**src/design/cdsqg_pkg.sv**
```systemverilog
package cdsqg_pkg;

  localparam int unsigned LEAD_IN        = 150;
  localparam int unsigned FRAMES_PER_SEC = 75;
  localparam int unsigned SEC_PER_MIN    = 60;
  localparam int unsigned FRAMES_PER_MIN = 4500;
  // reciprocals: x/75 = (x*RECIP75)>>26 for x < 2^20, x/60 = (x*RECIP60)>>19 for x < 10000
  localparam logic [19:0] RECIP75     = 20'd894785;
  localparam logic [13:0] RECIP60     = 14'd8739;
  localparam logic [15:0] CRC_POLY    = 16'h1021;
  localparam int unsigned Q_BYTES     = 12;
  localparam int unsigned CONV_PHASES = 5;

  typedef enum logic {
    OP_WRITE = 1'b0,
    OP_QUERY = 1'b1
  } op_t;

  typedef enum logic [1:0] {
    CFG_ENTRY_COUNT   = 2'd0,
    CFG_CRC_INIT      = 2'd1,
    CFG_CRC_FINAL_XOR = 2'd2
  } cfg_idx_t;

  typedef enum logic [1:0] {
    ST_IDLE,
    ST_SEARCH,
    ST_CONV,
    ST_EMIT
  } state_t;

  typedef enum logic [1:0] {
    OUT_ACK,
    OUT_MISS,
    OUT_Q
  } out_kind_t;

  typedef struct packed {
    logic      wr_en;
    logic      query_load;
    logic      rd_en;
    logic      conv_en;
    logic [2:0] conv_phase;
    logic      conv_sel;
    logic      out_load;
    out_kind_t out_kind;
    logic [3:0] bi;
  } cmd_t;

  typedef struct packed {
    logic hit;
    logic pend;
    logic can_load;
  } status_t;

  function automatic logic [7:0] to_bcd(input logic [7:0] v);
    logic [15:0] p;
    logic [4:0]  t;
    logic [7:0]  o;
    p = 16'(v) * 16'd205;
    t = p[15:11];
    o = v - 8'(8'(t) * 8'd10);
    return {t[3:0], 4'b0000} + o;
  endfunction

  function automatic logic [15:0] crc_byte(input logic [15:0] c, input logic [7:0] b);
    logic [15:0] r;
    r = c ^ {b, 8'h00};
    for (int k = 0; k < 8; k++) begin
      r = r[15] ? ((r << 1) ^ CRC_POLY) : (r << 1);
    end
    return r;
  endfunction

endpackage

```
**src/design/cdsqg_ctrl.sv**
```systemverilog
module cdsqg_ctrl #(
  parameter int AW = 7,
  parameter int CW = 8
) (
  input  logic                clk,
  input  logic                rst_n,
  input  logic                in_valid,
  input  logic                in_op,
  output logic                in_ready,
  input  cdsqg_pkg::status_t  st,
  input  logic [CW-1:0]       count,
  output cdsqg_pkg::cmd_t     cmd,
  output logic [AW-1:0]       rd_addr
);

  cdsqg_pkg::state_t state_r, state_nxt;
  logic [CW-1:0] rem_r, rem_nxt;
  logic [3:0]    step_r, step_nxt;
  logic [3:0]    bi_r, bi_nxt;
  logic [CW-1:0] rem_m1;

  assign rem_m1  = rem_r - 1'b1;
  assign rd_addr = rem_m1[AW-1:0];

  always_comb begin
    state_nxt = state_r;
    case (state_r)
      cdsqg_pkg::ST_IDLE: begin
        if (in_valid && st.can_load && in_op == cdsqg_pkg::OP_QUERY) state_nxt = cdsqg_pkg::ST_SEARCH;
      end
      cdsqg_pkg::ST_SEARCH: begin
        if (st.hit) state_nxt = cdsqg_pkg::ST_CONV;
        else if (rem_r == '0 && !st.pend && st.can_load) state_nxt = cdsqg_pkg::ST_IDLE;
      end
      cdsqg_pkg::ST_CONV: begin
        if (step_r == 4'(2 * cdsqg_pkg::CONV_PHASES - 1)) state_nxt = cdsqg_pkg::ST_EMIT;
      end
      cdsqg_pkg::ST_EMIT: begin
        if (st.can_load && bi_r == 4'(cdsqg_pkg::Q_BYTES - 1)) state_nxt = cdsqg_pkg::ST_IDLE;
      end
      default: state_nxt = cdsqg_pkg::ST_IDLE;
    endcase
  end

  always_comb begin
    in_ready = 1'b0;
    cmd      = '0;
    cmd.out_kind = cdsqg_pkg::OUT_ACK;
    rem_nxt  = rem_r;
    step_nxt = 4'd0;
    bi_nxt   = 4'd0;
    case (state_r)
      cdsqg_pkg::ST_IDLE: begin
        in_ready = st.can_load;
        if (in_valid && st.can_load) begin
          if (in_op == cdsqg_pkg::OP_WRITE) begin
            cmd.wr_en    = 1'b1;
            cmd.out_load = 1'b1;
            cmd.out_kind = cdsqg_pkg::OUT_ACK;
          end else begin
            cmd.query_load = 1'b1;
            rem_nxt        = count;
          end
        end
      end
      cdsqg_pkg::ST_SEARCH: begin
        if (!st.hit) begin
          if (rem_r != '0) begin
            cmd.rd_en = 1'b1;
            rem_nxt   = rem_m1;
          end else if (!st.pend && st.can_load) begin
            cmd.out_load = 1'b1;
            cmd.out_kind = cdsqg_pkg::OUT_MISS;
          end
        end
      end
      cdsqg_pkg::ST_CONV: begin
        cmd.conv_en = 1'b1;
        if (step_r < 4'(cdsqg_pkg::CONV_PHASES)) begin
          cmd.conv_phase = 3'(step_r);
          cmd.conv_sel   = 1'b0;
        end else begin
          cmd.conv_phase = 3'(step_r - 4'(cdsqg_pkg::CONV_PHASES));
          cmd.conv_sel   = 1'b1;
        end
        step_nxt = step_r + 4'd1;
      end
      cdsqg_pkg::ST_EMIT: begin
        bi_nxt = bi_r;
        cmd.bi = bi_r;
        if (st.can_load) begin
          cmd.out_load = 1'b1;
          cmd.out_kind = cdsqg_pkg::OUT_Q;
          bi_nxt       = bi_r + 4'd1;
        end
      end
      default: ;
    endcase
  end

  always_ff @(posedge clk) begin
    if (!rst_n) begin
      state_r <= cdsqg_pkg::ST_IDLE;
      rem_r   <= '0;
      step_r  <= 4'd0;
      bi_r    <= 4'd0;
    end else begin
      state_r <= state_nxt;
      rem_r   <= rem_nxt;
      step_r  <= step_nxt;
      bi_r    <= bi_nxt;
    end
  end

endmodule

```
**config.mk**
```make
export PLATFORM = sky130hd
export DESIGN_NAME = cdsqg_ctrl
export DESIGN_NICKNAME = d
export VERILOG_FILES = /design/src/design/cdsqg_pkg.sv /design/src/design/cdsqg_ctrl.sv
export SDC_FILE = /design/constraint.sdc
export NUM_CORES = 1
export LEC_CHECK = 0
export ABC_CLOCK_PERIOD_IN_PS = 2500
export BUFFER_PORTS_ARGS = -buffer_cell sky130_fd_sc_hd__buf_4
export CAP_MARGIN = 25
export CORE_MARGIN = 5
export CORE_UTILIZATION = 30
export DETAILED_ROUTE_END_ITERATION = 12
export PLACE_DENSITY = 0.47
export REMOVE_ABC_BUFFERS = 1
export SLEW_MARGIN = 20
export SYNTH_ARGS = -nofsm -noshare
export SYNTH_HDL_FRONTEND = slang
export SYNTH_SLANG_ARGS = --single-unit
```
**constraint.sdc**
```tcl
create_clock -name clk -period 2.5 [get_ports clk]
set_clock_uncertainty 0.2 [all_clocks]
set_input_delay 0.25 -clock clk [delete_from_list [all_inputs] [get_ports clk]]
set_output_delay 0.25 -clock clk [all_outputs]
set_load 0.05 [all_outputs]
```
Word level (Yosys, flattened, before mapping)
Index checks and enable logic that the tools add are counted.
Operators by class
  add/subtract/negate cells: 4
  magnitude comparators: 1
  equality and inequality tests: 13
  muxes and demuxes: 29
  reductions and logical operators: 15
Operator list (count)
  8-bit two-way mux: 4
  3-bit two-way mux: 6
  8-bit case mux with 2 select lines: 1
  2-bit two-way mux: 7
  2-bit inequality test (second input constant): 7
  3-bit case mux with 3 select lines: 1
  4-bit by 1-bit adder with 4-bit output (second input constant): 2
  4-bit equality test (second input constant): 2
  8-bit zero test: 1
  4-bit two-way mux: 2
  2-bit case mux with 4 select lines: 1
  8-bit nonzero test: 1
  8-bit by 1-bit subtractor with 8-bit output (second input constant): 1
  1-bit logical AND: 6
  1-bit two-way mux: 6
  5-bit two-way mux: 1
  5-bit AND reduction: 1
  2-bit equality test (second input constant): 2
  4-bit by 3-bit < comparator with 1-bit output (second input constant): 1
  2-bit AND reduction: 2
  4-bit AND reduction: 1
  3-bit inequality test (second input constant): 1
  3-bit subtractor (second input constant): 1
  2-bit by 1-bit equality test with 1-bit output (second input constant): 1
  other kinds (3): 3
Word-level totals
  register bits after elaboration: 18
  output and inout port bits: 23
  logic and storage cells: 66

Depth between registers and ports, before layout
Gate-level depths: netlist of the first run.
  depth in word-level cells: 6
  depth in mapped cells: 7

Least setup slack after synthesis of the first run
No wires, ideal clock.
  kind: reg2out
  start: register rem_r[0]
  end: output port cmd[4] (netlist bit)
  arrival time: 2.514 ns
  slack: -0.464 ns
  cell stages (with the launch flop): 6
  buffers on the path: 0
  cells stage by stage: dfxtp_1 -> inv_1 -> ha_1 -> nor3b_1 -> nand4b_1 -> nor3_1
RTL lines
  start, declared: line cdsqg_ctrl.sv:17  | logic [CW-1:0] rem_r, rem_nxt;
  start signal, assigned: line cdsqg_ctrl.sv:109  | rem_r <= rem_nxt;
  end, declared: line cdsqg_ctrl.sv:12  | output cdsqg_pkg::cmd_t cmd,

==> reports/results.tsv, run 1 <==
stage	metric	value	unit
sta	Final Cycle Share	94.0	%
pwr	Int Power	0.542	mW
detailed_routing	vias	1215	
finish	fillers	417	
clock_tree	TritonCTS Sinks	18	
setup_path	CP startpoint	rem_r[0]	
global_routing	first-pass GRT wire length	5890	um
setup_path	R2R depth	7	
synthesis	ys flop type	dfxtp_1	
floorplanning	die height	74.2	um
clock_tree	worst skew pair latency	0.26	ns
synthesis	Yosys top cell area share	29.1	%
pwr	Leak Pwr	0.721	nW
finish	Final nets	210	
setup_path	slowest stage delay, CP	0.33	ns
global_routing	met1 Use GR	17.9	%
finish	share of layout cells above drive strength 1	31.4	%
setup_path	Reg2Reg Setup Slack	0.52	ns
clock_tree	CTS buffer count	3	
pwr	Max VDD drop	0.000232	V
sta	Slew HR	71.2	%
synthesis	cell count after synthesis	150	
place	RePlAce Congestion	0.802	
setup_path	CP cell instances	inv_1, ha_1, nor3b_4, nand2_1, o31ai_1, a31o_2, buf_4	
sta	Slew Limit Fails	0	
sta	FMAX	426	MHz
setup_path	Worst EP arrival	1.90	ns
finish	# diodes	0	
sta	count of final setup violators	0	
global_routing	grt peak-use layer	met2	
pwr	Clock Power Share	28.8	%
setup_path	Worst Path Max Fanout	5	
global_routing	initial antenna violation count	0	
global_routing	global route total overflow	0	
min_path	HP Start	st[2]	
pwr	sequential share of power	36.5	%
floorplanning	DIE WIDTH	74.2	um
synthesis	number of flops mapped to enable cells by yosys	0	
floorplanning	Die Area	5510	sq um
global_routing	largest net degree at the start of global routing	16	
sta	RSZ-0062 raised after global routing	no	
setup_path	Worst setup SP type	register	
floorplanning	row count	23	
pwr	Sw Pwr	0.313	mW
min_path	Min-Delay Path Class	primary input to register	
global_routing	Tot GR Track Use	13.6	%
pwr	total power	0.855	mW
detailed_routing	DRC violation count after routing	0	
setup_path	crit path capture type	primary output	
global_routing	M2 GR Usage	22.6	%
setup_path	RR Endpoint	rem_r[3]	
clock_tree	postcts setup bufs	0	
detailed_routing	antenna-violating nets left	0	
pwr	combinational fraction of design power	34.7	%
synthesis	post-synthesis async set-or-reset flop share	0	%
synthesis	mean area per synthesized cell	8.25	sq um
min_path	hold-critical path depth	3	
global_routing	vias in the first global route	1238	
floorplanning	IO Count	38	
setup_path	Critical-path top delay cell	dfxtp_1	
place	DP HPWL	2720	um
detailed_routing	DRT Pass-1 Iters	4	
synthesis	post-synth cell types	47	
synthesis	Syn Std Cell Area	1240	sq um
global_routing	met3 capacity usage during global routing	2.16	%
detailed_routing	wirelength, routed	3490	um
sta	crit path time final	2.35	ns
detailed_routing	1st-iter DRT viols	44	
synthesis	ranking of synthesized cells by area	dfxtp_1 (29%), ha_1 (6.1%), nor2_1 (6.1%), inv_1 (3.9%), and3_1 (3.5%)	
clock_tree	Clock Tree Buf Depth	2	
run_status	status	completed	
sta	Fin. Hold Viols	0	
setup_path	CP Class	register to primary output	
job	max_cap viols	0	
clock_tree	CTS clk-pin slew, worst paths	0.07	ns
synthesis	Synth area leader	dfxtp_1	
sta	Worst Max-Slew Pin Slew	0.431	ns
finish	synthesis-to-finish area growth	32.7	%
synthesis	Ys Warns	0	
synthesis	register bit total from synthesis	18	
pwr	Power Density	521	nW/um^2
clock_tree	CTS H-tree depth	1	
sta	setup TNS	0	ns
clock_tree	CTS tree	built	
clock_tree	clock root buffer	clkbuf_8	
place	IO buf count	37	
setup_path	critical path data required time	2.05	ns
detailed_routing	vias per cell	5.11	
synthesis	Seq/Total Area, Yosys	29.1	%
setup_path	FF-to-FF Start	rem_r[0]	
floorplanning	core area	4000	sq um
pwr	Switching Share	36.6	%
floorplanning	Starting Density	30.9	%
detailed_routing	wire per inst	14.6	um
[power groups by stage]
stage / registers [mW] / clock network, mW / logic [mW]
detailed placement: 0.318 / 0 / 0.294
global placement: 0.318 / 0 / 0.293
floorplan: 0.314 / 0 / 0.196
finish: 0.312 / 0.246 / 0.297
CTS: 0.312 / 0.256 / 0.296
global route: 0.315 / 0.265 / 0.319
[cell families after synthesis]
group | after synthesis | share of synthesized area [%]
buffers and inverters | 21 | 6.98
AOI/OAI and AO/OA | 31 | 22.2
xor gates and xnor gates | 8 | 5.66
adders and majority gates | 6 | 6.07
DFF | 18 | 29.1
muxes | 2 | 1.62
and+or+nand+nor | 64 | 28.3
[what timing repair did]
item | CTS | global route
setup endpoints to repair | 1 | 1
resized for setup | 1 | 1
hold buffers | 0 | 0
[worst max-delay path: cells and delay by family, from the launching register on]
family | cells | cell delay (ns)
compound gates | 2 | 0.45
fa+ha+maj | 1 | 0.19
buf+inv | 2 | 0.34
flops | 1 | 0.33
simple gates | 2 | 0.32
[flip-flops by register name (all words and copies together), names as in the netlist, named ones only]
signal   count
rem_r        8
bi_r         4
step_r       4
state_r      1
[cells in the mapped netlist (2+ instances only)]
cell and n:
nor3b_1 3, xor2_1 5, buf_2 2, a21oi_1 7, nand3_1 4, ha_1 6
nor2b_1 2, nand2_1 11, xnor2_1 3, and3_1 7, nand4_1 3, nand2b_1 3
o221ai_1 2, inv_1 13, clkbuf_1 4, o31ai_1 2, nor2_1 20, nand4b_1 2
nor3_1 3, a221oi_2 2, dfxtp_1 18, mux2i_1 2, o32ai_2 2
[cell type report]
cell class / instances / area [sq um] / area share (%)
Tap cell: 50 / 62.6 / 3.81
Sequential cell: 18 / 360 / 22.0
Multi-Input combinational cell: 111 / 802 / 48.9
Timing Repair Buffer: 40 / 300 / 18.3
Inverter: 15 / 61.3 / 3.73
Clock buffer: 4 / 55.1 / 3.35
[worst max-delay path by stage]
stage | end | cells after the start
floorplan | cmd[4] | 5
global placement | cmd[6] | 7
detailed placement | cmd[6] | 7
CTS | cmd[6] | 7
global route | cmd[6] | 7
finish | cmd[6] | 7
[routing by layer]
metal	vias to the layer above	wire (um)
met3	6	200
li1	611	-
met1	567	1540
met4	0	61
met2	31	1680
met5	-	0
[stage by stage]
stage	hold slack (ns)	cells	setup slack, ns	utilization, %	cell area [sq um]
2_1_floorplan	0.186	144	-0.464	-	1210
3_3_place_gp	0.267	234	0.337	39.4	1580
3_5_place_dp	0.269	234	0.303	39.4	1580
4_1_cts	0.0671	238	0.147	40.9	1640
5_1_grt	0.0840	238	0.00103	41.0	1640
6_report	0.0718	238	0.150	41.0	1640
[placed cells by master (no fill, tap or decap), types with 3 or more instances in the layout]
master     n
nand3_1    4
buf_4     40
nand2_1   11
and3_1     7
nor2_1    20
nand2b_1   3
a21oi_1    7
clkbuf_8   4
inv_1     13
xnor2_1    3
xor2_1     5
nor3_1     3
dfxtp_1   18
ha_1       6
nand4_1    3
Power figures use the tool's default switching activity.
==> inputs of run 2 (changes only) <==
Settings changed: MAX_ROUTING_LAYER from default to met4, SLEW_MARGIN 20 to 25.
==> reports/results.tsv, run 2 (synthesis results as in run 1) <==
stage	metric	value	unit	change
sta	Worst Max-Slew Pin Slew	0.446	ns	+0.0148 ns
job	max_cap viols	0		unchanged
min_path	Min-Delay Path Class	primary input to register		
clock_tree	CTS buffer count	3		unchanged
floorplanning	Die Area	5510	sq um	unchanged
finish	share of layout cells above drive strength 1	31.4	%	unchanged
place	RePlAce Congestion	0.814		+1.4%
detailed_routing	wire per inst	14.7	um	+0.43%
pwr	Max VDD drop	0.000232	V	about the same
place	Setup Slack @ Placement	0.303	ns	unchanged
clock_tree	postcts setup bufs	0		unchanged
setup_path	Worst setup SP type	register		
setup_path	slowest stage delay, CP	0.33	ns	about the same
sta	Fin. Hold Viols	0		unchanged
run_status	status	completed		
clock_tree	Clock Tree Buf Depth	2		unchanged
clock_tree	CTS H-tree depth	1		unchanged
finish	Final nets	210		unchanged
sta	Slew HR	70.2	%	-0.99 points
sta	RSZ-0062 raised after global routing	no		
sta	count of final setup violators	0		unchanged
finish	synthesis-to-finish area growth	32.7	%	unchanged
global_routing	largest net degree at the start of global routing	16		unchanged
detailed_routing	vias	1227		+0.99%
floorplanning	DIE WIDTH	74.2	um	unchanged
global_routing	global route total overflow	0		unchanged
place	DP HPWL	2720	um	unchanged
setup_path	Worst Path Max Fanout	5		unchanged
setup_path	CP Class	register to primary output		
floorplanning	core area	4000	sq um	unchanged
finish	flip-flop count of the largest register after layout	8		unchanged
global_routing	vias in the first global route	1241		+0.24%
clock_tree	CTS clk-pin slew, worst paths	0.07	ns	about the same
global_routing	Tot GR Track Use	14.0	%	+0.39 points
detailed_routing	vias per cell	5.16		+0.99%
detailed_routing	DRT Pass-1 Iters	4		unchanged
place	DP Cell Count	234		unchanged
finish	most frequent cells in the layout	buf_4 (40), nor2_1 (20), dfxtp_1 (18), inv_1 (13), nand2_1 (11)		
finish	Finished Layout Cells	238		unchanged
setup_path	CP cell instances	inv_1, ha_1, nor3b_4, nand2_1, o31ai_1, a31o_2, buf_4		
sta	Slew Limit Fails	0		unchanged
finish	fillers	417		unchanged
finish	Largest Register	rem_r		
clock_tree	CTS tree	built		
clock_tree	Hold Buf Count CTS	0		unchanged
detailed_routing	wirelength, routed	3500	um	+0.43%
clock_tree	clock root buffer	clkbuf_8		
sta	final worst slack	0.156	ns	+0.00549 ns
sta	setup TNS	0	ns	unchanged
sta	FMAX	427	MHz	+0.23%
sta	crit path time final	2.34	ns	-0.00549 ns
clock_tree	worst skew pair latency	0.26	ns	about the same
setup_path	critical path data required time	2.05	ns	about the same
place	IO buf count	37		unchanged
setup_path	Worst EP arrival	1.89	ns	about the same
pwr	Power Density	521	nW/um^2	about the same
pwr	Leak Pwr	0.721	nW	unchanged
finish	biggest regs	rem_r: 8 flops, bi_r: 4 flops, step_r: 4 flops		
setup_path	crit path capture type	primary output		
setup_path	Critical-path top delay cell	dfxtp_1		
clock_tree	TritonCTS Sinks	18		unchanged
detailed_routing	1st-iter DRT viols	46		+4.5%
detailed_routing	antenna-violating nets left	0		unchanged
finish	commonest non-fill, non-tap cell in the layout	buf_4		
pwr	total power	0.855	mW	about the same
floorplanning	IO Count	38		unchanged
sta	Final Cycle Share	93.8	%	-0.22 points
finish	# diodes	0		unchanged
floorplanning	row count	23		unchanged
floorplanning	Starting Density	30.9	%	unchanged
floorplanning	die height	74.2	um	unchanged
detailed_routing	DRC violation count after routing	0		unchanged
global_routing	initial antenna violation count	0		unchanged
global_routing	first-pass GRT wire length	5880	um	-0.24%
run 2: layer usage:
layer  wire (um)  up-vias  track usage (%)
li1            -      611                -
met1        1600      575             17.9
met2        1650       35             22.6
met3         195        6             1.89
met4          59        0             4.74
met5           0        -                -
run 2: area by class of cell:
cell class	count	area (sq um)	share of cell area, %
multi-input combinational	111	802	48.9
sequential	18	360	22.0
timing repair buffer	40	300	18.3
tap	50	62.6	3.81
inverter	15	61.3	3.73
clock buffer	4	55.1	3.35
run 2: repair_timing:
item | in CTS | in global routing
gates resized for setup | 1 | 1
setup endpoints to repair | 1 | 1
hold endpoints to repair | 0 | 0
pin swaps | 0 | 0
run 2: worst paths after layout:
path	startpoint	to	slack, ns	depth (start not counted)
max	rem_r[0]	cmd[6]	0.16	7
min reg2reg	step_r[0]	step_r[0]	0.29	1
max reg2reg	rem_r[0]	rem_r[3]	0.52	7
min	st[2]	register	0.07	3
run 2: critical path: cells and delay by family, from the launching register on:
kind | cells | cell delay, ns
buffers and inverters | 2 | 0.34
adders and majority gates | 1 | 0.19
AOI/OAI and AO/OA | 2 | 0.45
DFF | 1 | 0.33
and+or+nand+nor | 2 | 0.31
run 2: stage by stage:
stage	utilization, %	hold WS [ns]	area [sq um]
2_1_floorplan	-	0.186	1210
3_3_place_gp	39.4	0.267	1580
3_5_place_dp	39.4	0.269	1580
4_1_cts	40.9	0.0671	1640
5_1_grt	41.0	0.0840	1640
6_report	41.0	0.0725	1640
run 2: power breakdown:
group          internal (mW)  switching, mW
logic                  0.106          0.191
registers              0.296         0.0160
clock network          0.140          0.106
total                  0.542          0.313
