File: src/design/cdsqg_pkg.sv
package cdsqg_pkg;

  localparam int unsigned LEAD_IN        = 150;
  localparam int unsigned FRAMES_PER_SEC = 75;
  localparam int unsigned SEC_PER_MIN    = 60;
  localparam int unsigned FRAMES_PER_MIN = 4500;
  // reciprocals: x/75 = (x*RECIP75)>>26 for x < 2^20, x/60 = (x*RECIP60)>>19 for x < 10000
  localparam logic [19:0] RECIP75     = 20'd894785;
  localparam logic [13:0] RECIP60     = 14'd8739;
  localparam logic [15:0] CRC_POLY    = 16'h1021;
  localparam int unsigned Q_BYTES     = 12;
  localparam int unsigned CONV_PHASES = 5;

  typedef enum logic {
    OP_WRITE = 1'b0,
    OP_QUERY = 1'b1
  } op_t;

  typedef enum logic [1:0] {
    CFG_ENTRY_COUNT   = 2'd0,
    CFG_CRC_INIT      = 2'd1,
    CFG_CRC_FINAL_XOR = 2'd2
  } cfg_idx_t;

  typedef enum logic [1:0] {
    ST_IDLE,
    ST_SEARCH,
    ST_CONV,
    ST_EMIT
  } state_t;

  typedef enum logic [1:0] {
    OUT_ACK,
    OUT_MISS,
    OUT_Q
  } out_kind_t;

  typedef struct packed {
    logic      wr_en;
    logic      query_load;
    logic      rd_en;
    logic      conv_en;
    logic [2:0] conv_phase;
    logic      conv_sel;
    logic      out_load;
    out_kind_t out_kind;
    logic [3:0] bi;
  } cmd_t;

  typedef struct packed {
    logic hit;
    logic pend;
    logic can_load;
  } status_t;

  function automatic logic [7:0] to_bcd(input logic [7:0] v);
    logic [15:0] p;
    logic [4:0]  t;
    logic [7:0]  o;
    p = 16'(v) * 16'd205;
    t = p[15:11];
    o = v - 8'(8'(t) * 8'd10);
    return {t[3:0], 4'b0000} + o;
  endfunction

  function automatic logic [15:0] crc_byte(input logic [15:0] c, input logic [7:0] b);
    logic [15:0] r;
    r = c ^ {b, 8'h00};
    for (int k = 0; k < 8; k++) begin
      r = r[15] ? ((r << 1) ^ CRC_POLY) : (r << 1);
    end
    return r;
  endfunction

endpackage

File: src/design/cdsqg_dp.sv
module cdsqg_dp #(
  parameter int MAX_ENTRIES = 128,
  parameter int AW = 7,
  parameter int CW = 8
) (
  input  logic               clk,
  input  logic               rst_n,
  input  cdsqg_pkg::cmd_t    cmd,
  input  logic [AW-1:0]      rd_addr,
  output cdsqg_pkg::status_t st,
  output logic [CW-1:0]      count,
  input  logic [6:0]         entry_index,
  input  logic [7:0]         entry_point,
  input  logic [7:0]         entry_adr_ctl,
  input  logic [6:0]         entry_min,
  input  logic [5:0]         entry_sec,
  input  logic [6:0]         entry_frame,
  input  logic [18:0]        lba,
  input  logic               cfg_wr,
  input  logic [1:0]         cfg_addr,
  input  logic [15:0]        cfg_data,
  input  logic               out_ready,
  output logic               out_valid,
  output logic [7:0]         out_q_byte,
  output logic [3:0]         out_byte_index,
  output logic               out_last,
  output logic               out_track_found
);

  logic [7:0]  mem_point [MAX_ENTRIES];
  logic [7:0]  mem_ctl   [MAX_ENTRIES];
  logic [18:0] mem_start [MAX_ENTRIES];

  logic [7:0]  entry_count_r;
  logic [15:0] crc_init_r, crc_xor_r;

  logic [7:0]  rd_point_r, rd_ctl_r;
  logic [18:0] rd_start_r;
  logic        rd_vld_r;
  logic [19:0] abs_r;

  logic [7:0]  hit_point_r, hit_ctl_r;
  logic [19:0] diff_r;
  logic [15:0] crc_r;
  logic        idx0;

  logic [19:0] x_r, conv_in, rel_v;
  logic [39:0] p1_r;
  logic [13:0] q75_r;
  logic [27:0] p2_r;
  logic [6:0]  frm_r, min_r;
  logic [5:0]  sec_r;
  logic [7:0]  rel_m_r, rel_s_r, rel_f_r, abs_m_r, abs_s_r, abs_f_r;

  logic        out_vld_r;
  logic [7:0]  q_sel;
  logic [15:0] crc_out;
  logic [20:0] wr_frames;
  logic        wr_ok, hit;
  logic [8:0]  count_w;

  assign count_w = ({1'b0, entry_count_r} > 9'(MAX_ENTRIES)) ? 9'(MAX_ENTRIES)
                                                              : {1'b0, entry_count_r};
  assign count = CW'(count_w);

  assign wr_frames = 21'(entry_min) * 21'(cdsqg_pkg::FRAMES_PER_MIN)
                   + 21'(entry_sec) * 21'(cdsqg_pkg::FRAMES_PER_SEC) + 21'(entry_frame);
  assign wr_ok = 9'(entry_index) < 9'(MAX_ENTRIES);

  always_ff @(posedge clk) begin
    if (cmd.wr_en && wr_ok) begin
      mem_point[AW'(entry_index)] <= entry_point;
      mem_ctl[AW'(entry_index)]   <= entry_adr_ctl;
      mem_start[AW'(entry_index)] <= wr_frames[18:0];
    end
    if (cmd.rd_en) begin
      rd_point_r <= mem_point[rd_addr];
      rd_ctl_r   <= mem_ctl[rd_addr];
      rd_start_r <= mem_start[rd_addr];
    end
  end

  always_ff @(posedge clk) begin
    if (!rst_n) begin
      entry_count_r <= 8'd0;
      crc_init_r    <= 16'hffff;
      crc_xor_r     <= 16'h0000;
    end else if (cfg_wr) begin
      case (cfg_addr)
        cdsqg_pkg::CFG_ENTRY_COUNT:   entry_count_r <= cfg_data[7:0];
        cdsqg_pkg::CFG_CRC_INIT:      crc_init_r    <= cfg_data;
        cdsqg_pkg::CFG_CRC_FINAL_XOR: crc_xor_r     <= cfg_data;
        default: ;
      endcase
    end
  end

  always_comb begin
    hit = rd_vld_r && (rd_point_r inside {[8'd1:8'd99]}) && (abs_r >= 20'(rd_start_r));
  end

  assign st.hit      = hit;
  assign st.pend     = rd_vld_r;
  assign st.can_load = !out_vld_r || out_ready;

  assign idx0    = !hit_ctl_r[2] && (diff_r < 20'(cdsqg_pkg::LEAD_IN));
  assign rel_v   = idx0 ? (20'(cdsqg_pkg::LEAD_IN - 1) - diff_r) : diff_r;
  assign conv_in = cmd.conv_sel ? abs_r : rel_v;

  always_ff @(posedge clk) begin
    if (!rst_n) rd_vld_r <= 1'b0;
    else        rd_vld_r <= cmd.rd_en;
  end

  always_ff @(posedge clk) begin
    if (cmd.query_load) abs_r <= 20'(lba) + 20'(cdsqg_pkg::LEAD_IN);
    if (hit) begin
      hit_point_r <= rd_point_r;
      hit_ctl_r   <= rd_ctl_r;
      diff_r      <= abs_r - 20'(rd_start_r);
    end
    if (cmd.conv_en) begin
      case (cmd.conv_phase)
        3'd0: begin
          x_r  <= conv_in;
          p1_r <= 40'(conv_in) * 40'(cdsqg_pkg::RECIP75);
        end
        3'd1: begin
          q75_r <= p1_r[39:26];
          frm_r <= 7'(21'(x_r) - 21'(p1_r[39:26]) * 21'(cdsqg_pkg::FRAMES_PER_SEC));
        end
        3'd2: p2_r <= 28'(q75_r) * 28'(cdsqg_pkg::RECIP60);
        3'd3: begin
          min_r <= p2_r[25:19];
          sec_r <= 6'(q75_r - 14'(p2_r[25:19]) * 14'(cdsqg_pkg::SEC_PER_MIN));
        end
        3'd4: begin
          if (cmd.conv_sel) begin
            abs_m_r <= cdsqg_pkg::to_bcd({1'b0, min_r});
            abs_s_r <= cdsqg_pkg::to_bcd({2'b00, sec_r});
            abs_f_r <= cdsqg_pkg::to_bcd({1'b0, frm_r});
          end else begin
            rel_m_r <= cdsqg_pkg::to_bcd({1'b0, min_r});
            rel_s_r <= cdsqg_pkg::to_bcd({2'b00, sec_r});
            rel_f_r <= cdsqg_pkg::to_bcd({1'b0, frm_r});
          end
        end
        default: ;
      endcase
    end
  end

  assign crc_out = crc_r ^ crc_xor_r;

  always_comb begin
    case (cmd.bi)
      4'd0:    q_sel = {hit_ctl_r[3:0], hit_ctl_r[7:4]};
      4'd1:    q_sel = cdsqg_pkg::to_bcd(hit_point_r);
      4'd2:    q_sel = {7'd0, !idx0};
      4'd3:    q_sel = rel_m_r;
      4'd4:    q_sel = rel_s_r;
      4'd5:    q_sel = rel_f_r;
      4'd7:    q_sel = abs_m_r;
      4'd8:    q_sel = abs_s_r;
      4'd9:    q_sel = abs_f_r;
      4'd10:   q_sel = crc_out[15:8];
      4'd11:   q_sel = crc_out[7:0];
      default: q_sel = 8'd0;
    endcase
  end

  always_ff @(posedge clk) begin
    if (hit) crc_r <= crc_init_r;
    else if (cmd.out_load && cmd.out_kind == cdsqg_pkg::OUT_Q && cmd.bi < 4'd10)
      crc_r <= cdsqg_pkg::crc_byte(crc_r, q_sel);
  end

  always_ff @(posedge clk) begin
    if (!rst_n) begin
      out_vld_r <= 1'b0;
    end else if (cmd.out_load) begin
      out_vld_r <= 1'b1;
    end else if (out_ready) begin
      out_vld_r <= 1'b0;
    end
  end

  always_ff @(posedge clk) begin
    if (cmd.out_load) begin
      case (cmd.out_kind)
        cdsqg_pkg::OUT_Q: begin
          out_q_byte      <= q_sel;
          out_byte_index  <= cmd.bi;
          out_last        <= (cmd.bi == 4'(cdsqg_pkg::Q_BYTES - 1));
          out_track_found <= 1'b1;
        end
        cdsqg_pkg::OUT_MISS: begin
          out_q_byte      <= 8'd0;
          out_byte_index  <= 4'd0;
          out_last        <= 1'b1;
          out_track_found <= 1'b0;
        end
        default: begin
          out_q_byte      <= 8'd0;
          out_byte_index  <= 4'd0;
          out_last        <= 1'b1;
          out_track_found <= 1'b1;
        end
      endcase
    end
  end

  assign out_valid = out_vld_r;

endmodule

File: config.mk
export PLATFORM = sky130hd
export DESIGN_NAME = cdsqg_dp
export DESIGN_NICKNAME = d
export VERILOG_FILES = /design/src/design/cdsqg_pkg.sv /design/src/design/cdsqg_dp.sv
export SDC_FILE = /design/constraint.sdc
export NUM_CORES = 2
export LEC_CHECK = 0
export BUFFER_PORTS_ARGS = -buffer_cell sky130_fd_sc_hd__buf_2
export CAP_MARGIN = 20
export CORE_MARGIN = 5
export CORE_UTILIZATION = 35
export DETAILED_ROUTE_END_ITERATION = 8
export PLACE_DENSITY = 0.53
export SYNTH_ARGS = -nofsm -noshare
export SYNTH_HDL_FRONTEND = slang
export SYNTH_MEMORY_MAX_BITS = 65536
export SYNTH_SLANG_ARGS = --single-unit
File: constraint.sdc
create_clock -name clk -period 24.6 [get_ports clk]
set_input_delay 1.23 -clock clk [delete_from_list [all_inputs] [get_ports clk]]
set_output_delay 1.23 -clock clk [all_outputs]
set_load 0.02 [all_outputs]
# --- Word level (Yosys, flattened, before mapping) ---
# Memories as Yosys holds them, arrays and structs flattened. A register that Yosys moved wholly into a read port is not among the register bits.
# Cells that the tools add are included.
word_totals:
  elab_cells: 137
  regBits: 283
  input_bits: 106
  out_inout_bits: 26
  ramBits: 4480
  memories: 3
memory_table:
  columns: ["name", "words", "word_bits", "rd", "rd_clocked_by_memory_dff", "write_ports", "line_no", "text"]
  rows:
  - ["mem_start", 128, 19, 1, 1, 1, "cdsqg_dp.sv:32", "logic [18:0] mem_start [MAX_ENTRIES];"]
  - ["mem_ctl", 128, 8, 1, 1, 1, "cdsqg_dp.sv:31", "logic [7:0] mem_ctl [MAX_ENTRIES];"]
  - ["mem_point", 128, 8, 1, 1, 1, "cdsqg_dp.sv:30", "logic [7:0] mem_point [MAX_ENTRIES];"]
op_classes:
  n_reduce_logical: 24
  multipliers: 14
  n_eq_ne: 18
  n_mux: 19
  add_sub_neg: 15
  bitwise_logic: 11
  magnitude_cmp: 6
ops:
  columns: ["op", "count"]
  rows:
  - ["2-to-1 mux 13 bit", 8]
  - ["case mux 8 bit (11 select lines)", 1]
  - ["multiplier 20 x 20 -> 40 bit (second input constant)", 1]
  - ["2-to-1 mux 20 bit", 2]
  - ["2-to-1 mux 16 bit", 2]
  - ["XOR 16 bit", 2]
  - ["multiplier 7 x 8 -> 15 bit (second input constant)", 2]
  - ["multiplier 14 x 14 -> 26 bit (second input constant)", 1]
  - ["adder 8 bit", 3]
  - ["inverter 3 bit", 8]
  - ["adder 19 x 8 -> 20 bit (second input constant)", 1]
  - [">= comparator 20 x 19 -> 1 bit", 1]
  - ["less-than comparator 20 x 8 -> 1 bit (second input constant)", 1]
  - ["subtractor 20 x 19 -> 20 bit", 1]
  - ["subtractor 8 x 20 -> 20 bit (first input constant)", 1]
  - ["adder 19 x 13 -> 19 bit", 1]
  - ["adder 19 x 7 -> 19 bit", 1]
  - ["multiplier 7 x 11 -> 17 bit (second input constant)", 1]
  - ["== test 4 bit (second input constant)", 4]
  - ["multiplier 8 x 8 -> 16 bit (second input constant)", 1]
  - ["subtractor 7 x 8 -> 8 bit", 2]
  - ["multiplier 14 x 7 -> 7 bit (second input constant)", 1]
  - ["multiplier 4 x 3 -> 7 bit (second input constant)", 2]
  - ["multiplier 6 x 8 -> 14 bit (second input constant)", 1]
  - ["other kinds (33)", 58]

# --- Logic depth before layout (Yosys ltp) ---
logic_depth:
  word_depth: 24
  depth_mapped: 31
  depth_no_buf: 31

# --- Worst setup path after synthesis ---
# Ideal clock, no wire load.
synth_timing:
  path_kind: "input-to-reg"
  from: "input entry_min[4]"
  to: "memory mem_start[0][18] (data pin)"
  arrival_time_ns: 9.328
  path_stages: 20
  n_path_buf: 0
  slack_ns: 14.345
  required_time_ns: 23.673
  setup_ns: 0.927
  path_cell_list: "ha_1 > ha_1 > ha_1 > inv_1 > fa_1 > inv_1 > ha_1 > and3b_1 > o21a_1 > or2_2 > fa_1 > inv_1 > ha_1 > ha_1 > or3_1 > o211a_1 > o21a_1 > o21ai_0 > nor4_1 > xnor2_1"
synth_via:
  elab_chain_cells: 3
synth_rtl:
  columns: ["item", "line_no", "text"]
  rows:
  - ["start, declared", "cdsqg_dp.sv:15", "input logic [6:0] entry_min,"]
  - ["multiplier 7 x 11 -> 17 bit", "cdsqg_dp.sv:66", "assign wr_frames = 21'(entry_min) * 21'(cdsqg_pkg::FRAMES_PER_MIN)"]
  - ["adder 19 x 13 -> 19 bit", "cdsqg_dp.sv:67", "+ 21'(entry_sec) * 21'(cdsqg_pkg::FRAMES_PER_SEC) + 21'(entry_frame);"]
  - ["adder 19 x 7 -> 19 bit", "cdsqg_dp.sv:67", null]
  - ["net wr_frames[18]", "cdsqg_dp.sv:58", "logic [20:0] wr_frames;"]
  - ["end, declared", "cdsqg_dp.sv:32", null]
# The timed path passes the listed nets, and every way through them passes these cells.

# --- Worst setup path in the final report ---
layout_timing:
  from: "register diff_r[16]"
  to: "register p1_r[33] (data pin)"
layout_via:
  elab_chain_cells: 5
  elab_cells_between_ends: 6
  cone_classes: "add/sub (1); mul (1); order compare (1); mux (2); reduce/logical (1)"
layout_rtl:
  columns: ["item", "line_no", "text"]
  rows:
  - ["start, declared", "cdsqg_dp.sv:43", "logic [19:0] diff_r;"]
  - ["start signal, assigned", "cdsqg_dp.sv:120", "diff_r <= abs_r - 20'(rd_start_r);"]
  - ["less-than comparator 20 x 8 -> 1 bit", "cdsqg_dp.sv:106", "assign idx0 = !hit_ctl_r[2] && (diff_r < 20'(cdsqg_pkg::LEAD_IN));"]
  - ["logical AND 1 bit", "cdsqg_dp.sv:106", null]
  - ["2-to-1 mux 20 bit *", "cdsqg_dp.sv:107", "assign rel_v = idx0 ? (20'(cdsqg_pkg::LEAD_IN - 1) - diff_r) : diff_r;"]
  - ["2-to-1 mux 20 bit *", "cdsqg_dp.sv:108", "assign conv_in = cmd.conv_sel ? abs_r : rel_v;"]
  - ["multiplier 20 x 20 -> 40 bit *", "cdsqg_dp.sv:126", "p1_r <= 40'(conv_in) * 40'(cdsqg_pkg::RECIP75);"]
  - ["end signal, assigned", "cdsqg_dp.sv:126", null]
  - ["end, declared", "cdsqg_dp.sv:48", "logic [39:0] p1_r;"]
# Every way passes the cells marked *; elsewhere a longest branch is shown, timed or not.
# A chain may end at the register's enable or synchronous reset.

==> impl_metrics.yaml <==
sta:
  max_freq_mhz: 114.4
  fin_crit_ps: 8742
  rsz0062_at_grt: "false"
  setup_slack_ps: 15860
  skew_ps: 80.87
  report.final.slew_viol_count: 0
  fin_tns_setup_ps: 0
  finalHoldViolations: 0
  tightest_slew_ps: 1169
  finalSetupViolations: 0
  timing.final.crit_share_pct: 35.54
  slew_headroom_pct: 22.08
cts:
  cts_max_level: 5
  post-cts-setup-buffer-count: 0
  cts_tree: "yes"
  root_buffer: "clkbuf_16"
  cts_made_buffers: 478
  cts_num_sinks: 4753
  insertion_delay_ps: 1050
  hold_buffers: 0
  cts.repair.resized: 0
  clk_path_buf_depth: 4
  clk_pin_slew_ps: 60
critical_path:
  worst-setup-path-type: "reg2reg"
  cp_common_cell: "fa_1"
  critPathArrivalTime_ps: 9550
  crit_fanout: 8
  cp.depth: 25
  start_kind: "flip-flop"
  timing.rr.start: "diff_r[16]$_DFFE_PP_"
  worstReg2RegEnd: "p1_r[33]$_DFFE_PP_"
  max_stage_delay_ps: 580
  reg2reg_slack_ps: 15860
  reg2regPathDepth: 25
  cp_num_buf_inv: 2
  critPathSlowestCell: "fa_1"
  cp-end-kind: "flip-flop"
  cp.required_ps: 25400
  cpLargestDelayFamily: "adder cells"
status:
  status: "finished clean"
yosys:
  netlist.area_leader.share_pct: 71.41
  async_reset_ff_share_pct: 0
  synth-edff-count: 4711
  ys_top_cells_by_area: "edfxtp_1 (71%), mux4_2 (17%), ha_1 (3.4%)"
  synth_common_cells: "edfxtp_1 (4711), mux4_2 (1470), ha_1 (538)"
  syn_inst: 9151
  synth-seq-cells: 4753
  synth_top_area_cell: "edfxtp_1"
  ys_warn_count: 0
  yosys_most_used_dff: "edfxtp_1"
  muxShareOfSynthArea_pct: 17.05
  syn_area_um2: 198100
  synth_compound_area_share_pct: 1.265
  synthXorXnorAreaFrac_pct: 0.9524
  synth_cell_types: 89
  seq_area_frac_synth_pct: 71.83
  synth_top_family_by_area: "multiplexers"
  synthAdderAreaFrac_pct: 5.626
  synthSimpleGateAreaFrac_pct: 1.484
  synth_nets: 10015
  syn_avg_cell_area_um2: 21.65
  yosysMostFrequentCell: "edfxtp_1"
routing:
  drt-initial-drc-count: 10752
  vias_per_cell: 5.428
  drc_errors: 0
  ant_nets: 0
  routed_wl_um: 554800
  first_pass_iters: 5
  vias: 95595
  wl_per_cell_um: 31.50
hold_path:
  worstHoldPathType: "in2reg"
  hp-start: "lba[0]"
  min_path_cells: 1
  hold_end: "abs_r[0]$_DFFE_PP_"
global_route:
  grtUsageTotal_pct: 18.86
  grt_pass1_vias: 99552
  grt_first_pass_wirelength_um: 777200
  antenna_found_initial: 74
  grt-ovfl-total: 0
  grt_start_max_net_pins: 133
power:
  powerDensity_nw_per_um2: 117.1
  vdd_drop_max_uv: 247.4
  p_leak_nw: 73.40
  seq_power_share_pct: 42.9
  p_clk_share_pct: 27.2
  intPower_mw: 17.81
  power_switching_mw: 8.589
  combPwrFrac_pct: 29.8
  swShare_pct: 32.53
flow_run:
  drv_cap: 0
final_layout:
  drive_gt1_share_pct: 27.58
  area_growth_pct: 13.80
  nets: 10501
floorplan:
  die_x_um: 762.4
  die-area_um2: 581200
  std_cell_rows: 276
  start_util_pct: 35.09
  coreArea_um2: 564600
  ioPinCount: 132
  die_h_um: 762.4
placed_design:
  place_ws_ps: 15450
  dp_hpwl_um: 323600
  place.gp.congestion: 0.8049
  io_buffers: 131
sequential cells by signal, summed over array words and instances, names as in the netlist, 14 cells and up:
signal      cells
mem_ctl      1024
rd_start_r     19
mem_point    1024
q75_r          14
abs_r          20
p1_r           14
diff_r         20
crc_xor_r      16
crc_r          16
crc_init_r     16
mem_start    2432
cell families (layout without fill, tap and decap cells):
logic type / Yosys count / in the layout
DFF: 4753 / 4753
muxes: 1531 / 1531
buffers and inverters: 909 / 1803
adders and majority gates: 759 / 759
and+or+nand+nor: 620 / 620
AOI/OAI and AO/OA: 371 / 371
xor gates and xnor gates: 208 / 208
other: 0 / 59
how the worst max path moves through the flow:
stage | from | endpoint | slack, ps
detailed placement | cmd[7] | p1_r[36]$_DFFE_PP_ | 15450
global route | diff_r[16]$_DFFE_PP_ | p1_r[36]$_DFFE_PP_ | 15290
floorplan | entry_min[4] | mem_start[0][18]$_DFFE_PP_ | 14350
finish | diff_r[16]$_DFFE_PP_ | p1_r[33]$_DFFE_PP_ | 15860
CTS | diff_r[16]$_DFFE_PP_ | p1_r[36]$_DFFE_PP_ | 15730
global placement | cmd[7] | p1_r[36]$_DFFE_PP_ | 15370
power groups by stage:
stage | registers, mW | clock network [mW] | logic [mW]
floorplan | 11.8 | 0 | 4.87
global placement | 11.5 | 0 | 7.72
detailed placement | 11.5 | 0 | 7.97
CTS | 11.3 | 7.35 | 8.02
global route | 11.3 | 7.70 | 8.74
finish | 11.3 | 7.19 | 7.88
layer usage:
metal | global-route usage [%] | part of all wire, % | vias to the layer above
met5 | 0 | 0.035 | -
met4 | 4.380 | 2.3 | 28
met3 | 3.200 | 7.0 | 720
met2 | 31.45 | 49 | 3359
met1 | 25.95 | 42 | 52699
li1 | - | - | 38789
cell type report:
class | instances | area [um^2]
Sequential cell | 4753 | 142300
Inverter | 528 | 1983
Timing Repair Buffer | 387 | 2759
Tap cell | 7506 | 9392
Clock inverter | 300 | 2869
Clock buffer | 588 | 12530
Fill cell | 49686 | 339200
Multi-Input combinational cell | 3489 | 53470
Antenna cell | 59 | 147.6
metrics by stage:
stage                     hold slack, ps  utilization [%]  total power [mW]  instance area [um^2]  std cells
final                              400.1            39.93             26.40                225500      17610
after global placement             425.3            37.17             19.21                209900      16661
after global routing               325.7            39.92             27.78                225400      17584
after floorplan                    400.3                -             16.66                198100       9151
after detailed placement           420.7            37.18             19.48                209900      16663
after CTS                          270.1            39.90             26.71                225300      17551
cells in the final DEF (no fill, tap or decap), types with 14 or more instances in the layout:
| master | count |
|---|---|
| mux2i_1 | 16 |
| nor2b_1 | 37 |
| mux2_2 | 45 |
| xor2_1 | 59 |
| dfxtp_1 | 42 |
| clkinv_2 | 105 |
| edfxtp_1 | 4711 |
| bufinv_16 | 44 |
| nor3_1 | 30 |
| mux4_2 | 1470 |
| o21ai_0 | 48 |
| o21bai_1 | 18 |
| clkbuf_16 | 483 |
| nand3_1 | 56 |
| diode_2 | 59 |
| nand2_1 | 145 |
| buf_4 | 266 |
| a21boi_0 | 19 |
| clkbuf_1 | 99 |
| nor2_1 | 101 |
| clkinvlp_4 | 14 |
| ha_1 | 535 |
| fa_1 | 219 |
| a21o_1 | 53 |
| nand2b_1 | 16 |
| xnor2_1 | 130 |
| a21oi_1 | 108 |
| nand4_1 | 14 |
| nor2_4 | 125 |
| buf_2 | 109 |
| clkinv_1 | 107 |
| inv_1 | 525 |
No activity file was read; power rests on OpenSTA's default activity.
